File: src/rtl/bnc_pkg.sv
// Shared types, codes and the bracket decoder of the bracket nesting checker.
`timescale 1ns / 1ps
package bnc_pkg;

  typedef logic [1:0] bnc_kind_t;

  localparam bnc_kind_t KIND_ROUND  = 2'd0;
  localparam bnc_kind_t KIND_SQUARE = 2'd1;
  localparam bnc_kind_t KIND_CURLY  = 2'd2;
  localparam bnc_kind_t KIND_ANGLE  = 2'd3;

  localparam logic [1:0] STATUS_BALANCED   = 2'd0;
  localparam logic [1:0] STATUS_INCOMPLETE = 2'd1;
  localparam logic [1:0] STATUS_CORRUPTED  = 2'd2;
  localparam logic [1:0] STATUS_OVERFLOW   = 2'd3;

  localparam logic [2:0] REG_ERR_ROUND  = 3'd0;
  localparam logic [2:0] REG_ERR_SQUARE = 3'd1;
  localparam logic [2:0] REG_ERR_CURLY  = 3'd2;
  localparam logic [2:0] REG_ERR_ANGLE  = 3'd3;
  localparam logic [2:0] REG_PNT_ROUND  = 3'd4;
  localparam logic [2:0] REG_PNT_SQUARE = 3'd5;
  localparam logic [2:0] REG_PNT_CURLY  = 3'd6;
  localparam logic [2:0] REG_PNT_ANGLE  = 3'd7;

  localparam int SCORE_W  = 16;
  localparam int POINT_W  = 4;
  localparam int TOTAL_W  = 32;
  localparam int COMP_W   = 64;

  // Shift control for the row of stack cells
  typedef struct packed {
    logic push;
    logic pop;
  } bnc_shift_t;

  typedef struct packed {
    logic      is_open;
    logic      is_close;
    bnc_kind_t kind;
  } bnc_class_t;

  function automatic bnc_class_t bnc_classify(input logic [7:0] c);
    bnc_class_t r;
    r = '{is_open: 1'b0, is_close: 1'b0, kind: KIND_ROUND};
    case (c)
      8'h28: r = '{is_open: 1'b1, is_close: 1'b0, kind: KIND_ROUND};
      8'h5B: r = '{is_open: 1'b1, is_close: 1'b0, kind: KIND_SQUARE};
      8'h7B: r = '{is_open: 1'b1, is_close: 1'b0, kind: KIND_CURLY};
      8'h3C: r = '{is_open: 1'b1, is_close: 1'b0, kind: KIND_ANGLE};
      8'h29: r = '{is_open: 1'b0, is_close: 1'b1, kind: KIND_ROUND};
      8'h5D: r = '{is_open: 1'b0, is_close: 1'b1, kind: KIND_SQUARE};
      8'h7D: r = '{is_open: 1'b0, is_close: 1'b1, kind: KIND_CURLY};
      8'h3E: r = '{is_open: 1'b0, is_close: 1'b1, kind: KIND_ANGLE};
      default: r = '{is_open: 1'b0, is_close: 1'b0, kind: KIND_ROUND};
    endcase
    return r;
  endfunction

endpackage

File: src/rtl/bnc_completion.sv
// Completion score accumulator: score times five plus a digit, saturating.
`timescale 1ns / 1ps
module bnc_completion
  import bnc_pkg::*;
(
  input  logic               clk_i,
  input  logic               clear_i,
  input  logic               step_i,
  input  logic [POINT_W-1:0] digit_i,
  output logic [COMP_W-1:0]  score_o
);

  logic [COMP_W-1:0] score_q, score_d;
  logic [COMP_W+2:0] wide;

  always_comb begin
    wide = {3'b000, score_q} + {1'b0, score_q, 2'b00} + (COMP_W+3)'(digit_i);
    if (wide[COMP_W+2:COMP_W] != 3'b000) begin
      score_d = '1;
    end else begin
      score_d = wide[COMP_W-1:0];
    end
  end

  always_ff @(posedge clk_i) begin
    if (clear_i) begin
      score_q <= '0;
    end else if (step_i) begin
      score_q <= score_d;
    end
  end

  assign score_o = score_q;

endmodule

File: config.mk
export PLATFORM = sky130hd
export DESIGN_NAME = bnc_completion
export DESIGN_NICKNAME = d
export VERILOG_FILES = /design/src/rtl/bnc_pkg.sv /design/src/rtl/bnc_completion.sv
export SDC_FILE = /design/constraint.sdc
export NUM_CORES = 1
export LEC_CHECK = 0
export BUFFER_PORTS_ARGS = -buffer_cell sky130_fd_sc_hd__buf_2
export CAP_MARGIN = 20
export CORE_MARGIN = 1
export CORE_UTILIZATION = 45
export CTS_BUF_LIST = sky130_fd_sc_hd__clkbuf_4 sky130_fd_sc_hd__clkbuf_8 sky130_fd_sc_hd__clkbuf_16
export DETAILED_ROUTE_END_ITERATION = 10
export GPL_TIMING_DRIVEN = 0
export PLACE_DENSITY = 0.74
export SLEW_MARGIN = 0
export SYNTH_ARGS = -nofsm -noshare
export SYNTH_HDL_FRONTEND = slang
export SYNTH_SLANG_ARGS = --single-unit
File: constraint.sdc
create_clock -name clk_i -period 9.1 [get_ports clk_i]
set_clock_uncertainty 0.2 [all_clocks]
set_input_delay 0.91 -clock clk_i [delete_from_list [all_inputs] [get_ports clk_i]]
set_output_delay 0.91 -clock clk_i [all_outputs]
set_load 0.05 [all_outputs]
==> qor.log <==
INFO  outcome        outcome=finished clean
INFO  logic_synthesis synth.yosys.seq_area_share=17.5%
INFO  sta            finalSetupTns=0ns
INFO  worst_setup_path critical_path_required=9.09ns
INFO  power_and_ir_drop power.share.clock=19.2%
INFO  drt            dr_total_vias=6,879
INFO  global_route   grt_start_max_net_pins=11
INFO  sta            max_slew_margin=37.9%
INFO  logic_synthesis netlist.area_leader.share=21.5%
INFO  global_route   wire_length_of_the_first_global_routing_pass=31,000um
INFO  power_and_ir_drop cellInternalPower=0.987mW
INFO  power_and_ir_drop power.static_leakage=3.75nW
INFO  power_and_ir_drop totalPowerFinal=1.97mW
INFO  power_and_ir_drop netSwitchingFraction=50.0%
INFO  clock_network  clk-insertion-delay-late=0.35ns
INFO  worst_setup_path worstSetupEndpointType=flop
INFO  power_and_ir_drop switchingPower=0.986mW
INFO  cells_and_area number_of_nets_at_the_end_of_the_flow=1,103
INFO  worst_setup_path timing.critical_path.fanout_max=10
INFO  clock_network  cts_post_setup_buffers_inserted=0
INFO  clock_network  clk_transition_reported_paths=0.05ns
INFO  worst_setup_path worst-endpoint-arrival=4.94ns
INFO  drt            drtAntennaViolNets=0
INFO  worst_setup_path critPathLaunchType=primary input
INFO  cells_and_area seqCellArea=1280um^2
INFO  die            io-pin-count=71
INFO  logic_synthesis synth-edff-count=0
INFO  logic_synthesis count_of_cell_types_in_the_netlist=66
INFO  power_and_ir_drop register_share_of_total_power=19.8%
INFO  power_and_ir_drop power.combinational.fraction=61.0%
INFO  worst_setup_path critPathMaxStageDelay=0.60ns
INFO  drt            post_drt_wl_per_cell=15.8um
INFO  drt            initialDrtViolationCount=486
INFO  logic_synthesis synth.cells.most_frequent=ha_1 (126), nor2_1 (108), a21oi_1 (79), nand2_1 (68), dfxtp_1 (64)
INFO  cells_and_area layout.cell_area.non_filler=8250um^2
INFO  die            core_area=15,900um^2
INFO  die            fp.dieH=130um
INFO  place          post-place-cells=1,172
INFO  power_and_ir_drop maximum_vdd_ir_drop=116uV
INFO  logic_synthesis synth_flop_cell=dfxtp_1
INFO  logic_synthesis synth-seq-cells=64
INFO  drt            post_drt_via_cell_ratio=5.79
INFO  logic_synthesis postSynth.asyncResetShare=0%
INFO  logic_synthesis cell_with_the_most_instances_after_synthesis=ha_1
INFO  clock_network  cts.hold.buffers_added=0
INFO  die            initial_core_util=46.1%
INFO  die            chipWidth=130um
INFO  place          port_buffers=69
INFO  place          dp.final_hpwl=14,900um
INFO  logic_synthesis synth.area.top_cells=ha_1 (22%), dfxtp_1 (18%), a211oi_2 (10%)
INFO  die            die_area=16,800um^2
INFO  clock_network  clockRootBuffer=clkbuf_16
INFO  drt            route.final.wire_length=18,800um
INFO  worst_setup_path slowest_stage=fa_1
INFO  drt            drt_pass1_iterations=5
INFO  cells_and_area share_of_layout_cells_above_drive_strength_1=18.7%
INFO  cells_and_area combined_area_of_the_multi_input_logic_cells=5680um^2
INFO  clock_network  clkSinkCount=64
INFO  sta            setup_violations=0
INFO  cells_and_area number_of_flip_flops_under_the_largest_register_name=64
INFO  sta            rsz0062_at_grt=false
INFO  worst_setup_path path_class=in2reg
INFO  logic_synthesis synth_area_leader_cell=ha_1
INFO  clock_network  ctsLongestPathBuffers=2
INFO  sta            final.period_utilization=54.3%
INFO  place          dpl-instance-area=7930um^2
INFO  place          gp_routability_congestion=0.937
INFO  sta            post-route-min-period=4.94ns
INFO  die            row_count=46
INFO  clock_network  cts_buffers=9
INFO  worst_setup_path crit_path_cell_trace=buf_2, inv_1, fa_1, inv_1, ha_1, a211oi_1, nor4_1, o21ai_1, a211oi_1, nor3_1, o21ai_1, a21oi_1, xnor2_1, nor3_4, buf_8, a211oi_2
INFO  global_route   vias_in_the_first_global_route=6,316
INFO  drt            drc=0
INFO  cells_and_area insertedDiodeCount=0
INFO  global_route   grt.overflow.total=0
INFO  power_and_ir_drop power_per_cell_area=239nW/um^2
INFO  cells_and_area finalNonFillerCells=1,188
INFO  cells_and_area synthToLayoutAreaGrowth=12.8%
INFO  sta            hold_slack=0.351ns
INFO  sta            final-hold-violation-count=0
INFO  clock_network  tritoncts=done
INFO  sta            max_freq=0.202GHz
INFO  logic_synthesis yosysWarningCount=0
INFO  worst_hold_path hold_class=reg2reg
INFO  clock_network  cts_htree_levels=3
INFO  logic_synthesis syn_std_cell_area=7320um^2
INFO  cells_and_area nFillCells=1,537
INFO  sta            slew_violations=0
INFO  clock_network  cts-resized-gates=0
INFO  logic_synthesis syn-instance-count=887
INFO  global_route   grt_util_all_layers=23.2%
INFO  sta            worst_slew_pin_slew=0.932ns
INFO  logic_synthesis syn-num-nets=1,023
INFO  global_route   antenna_found_initial=0
INFO  job            maxCapViolations=0
INFO  logic_synthesis synthesized_area_per_cell=8.25um^2
-- metrics by stage --
step | worst slack [ns] | util (%)
after floorplan | 4.54 | -
after global placement | 3.83 | 49.9
after detailed placement | 3.83 | 49.9
after CTS | 4.16 | 52.0
after global routing | 3.93 | 52.0
final | 4.16 | 52.0
-- worst paths after layout --
check                           slack (ns)  cells past startpoint           to         from
worst max register to register        4.32                     15  score_o[33]   score_o[0]
worst min-delay path                  0.35                      2  score_o[58]  score_o[58]
worst max-delay path                  4.16                     16  score_o[33]   digit_i[2]
worst min register to register        0.35                      2  score_o[58]  score_o[58]
-- kinds of logic (layout without fill, tap and decap cells) --
group | after synthesis | count (layout) | share of synthesized area (%)
compound gates | 291 | 291 | 30.5
fa+ha+maj | 129 | 129 | 22.4
buf+inv | 69 | 154 | 4.79
flops | 64 | 64 | 17.5
simple gates | 272 | 272 | 17.4
mux | 1 | 1 | 0.137
xor+xnor | 61 | 61 | 7.30
-- power groups by stage --
stage	combinational (mW)	sequential [mW]	clock, mW
after floorplan	0.792	0.547	0
after global placement	1.17	0.395	0
after detailed placement	1.19	0.396	0
after CTS	1.20	0.390	0.384
after global routing	1.33	0.398	0.395
final	1.20	0.390	0.379
-- routing by layer --
layer | GRT usage (%) | up-vias | routed length, um
li1 | - | 3462 | -
met1 | 31.4 | 3180 | 8980
met2 | 37.0 | 209 | 8460
met3 | 3.18 | 28 | 878
met4 | 9.58 | 0 | 454
met5 | 0 | - | 0
-- layout by cell type (no fill, tap or decap), types with 21 or more instances in the layout --
cell,instances
ha_1,126
inv_1,21
nand2_1,68
buf_2,79
a21oi_1,79
clkbuf_1,27
a21o_1,28
xnor2_1,35
nand3_1,22
o21ai_0,46
nor2_1,108
a211oi_2,61
xor2_1,26
dfxtp_1,64
-- final cells by class --
class | count | area share, %
clock buffer | 14 | 3.49
multi-input combinational | 754 | 68.9
tap | 216 | 3.27
buffer | 48 | 3.29
sequential | 64 | 15.5
timing repair buffer | 69 | 4.18
clock inverter | 2 | 0.424
inverter | 21 | 0.955
-- worst max-delay path, delay by kind of cell --
kind	cells	cell delay, ns
and+or+nand+nor	3	1.11
buffers and inverters	4	0.44
xor gates and xnor gates	1	0.25
adders and majority gates	2	0.89
AOI/OAI and AO/OA	6	1.33
Power figures use the tool's default switching activity.
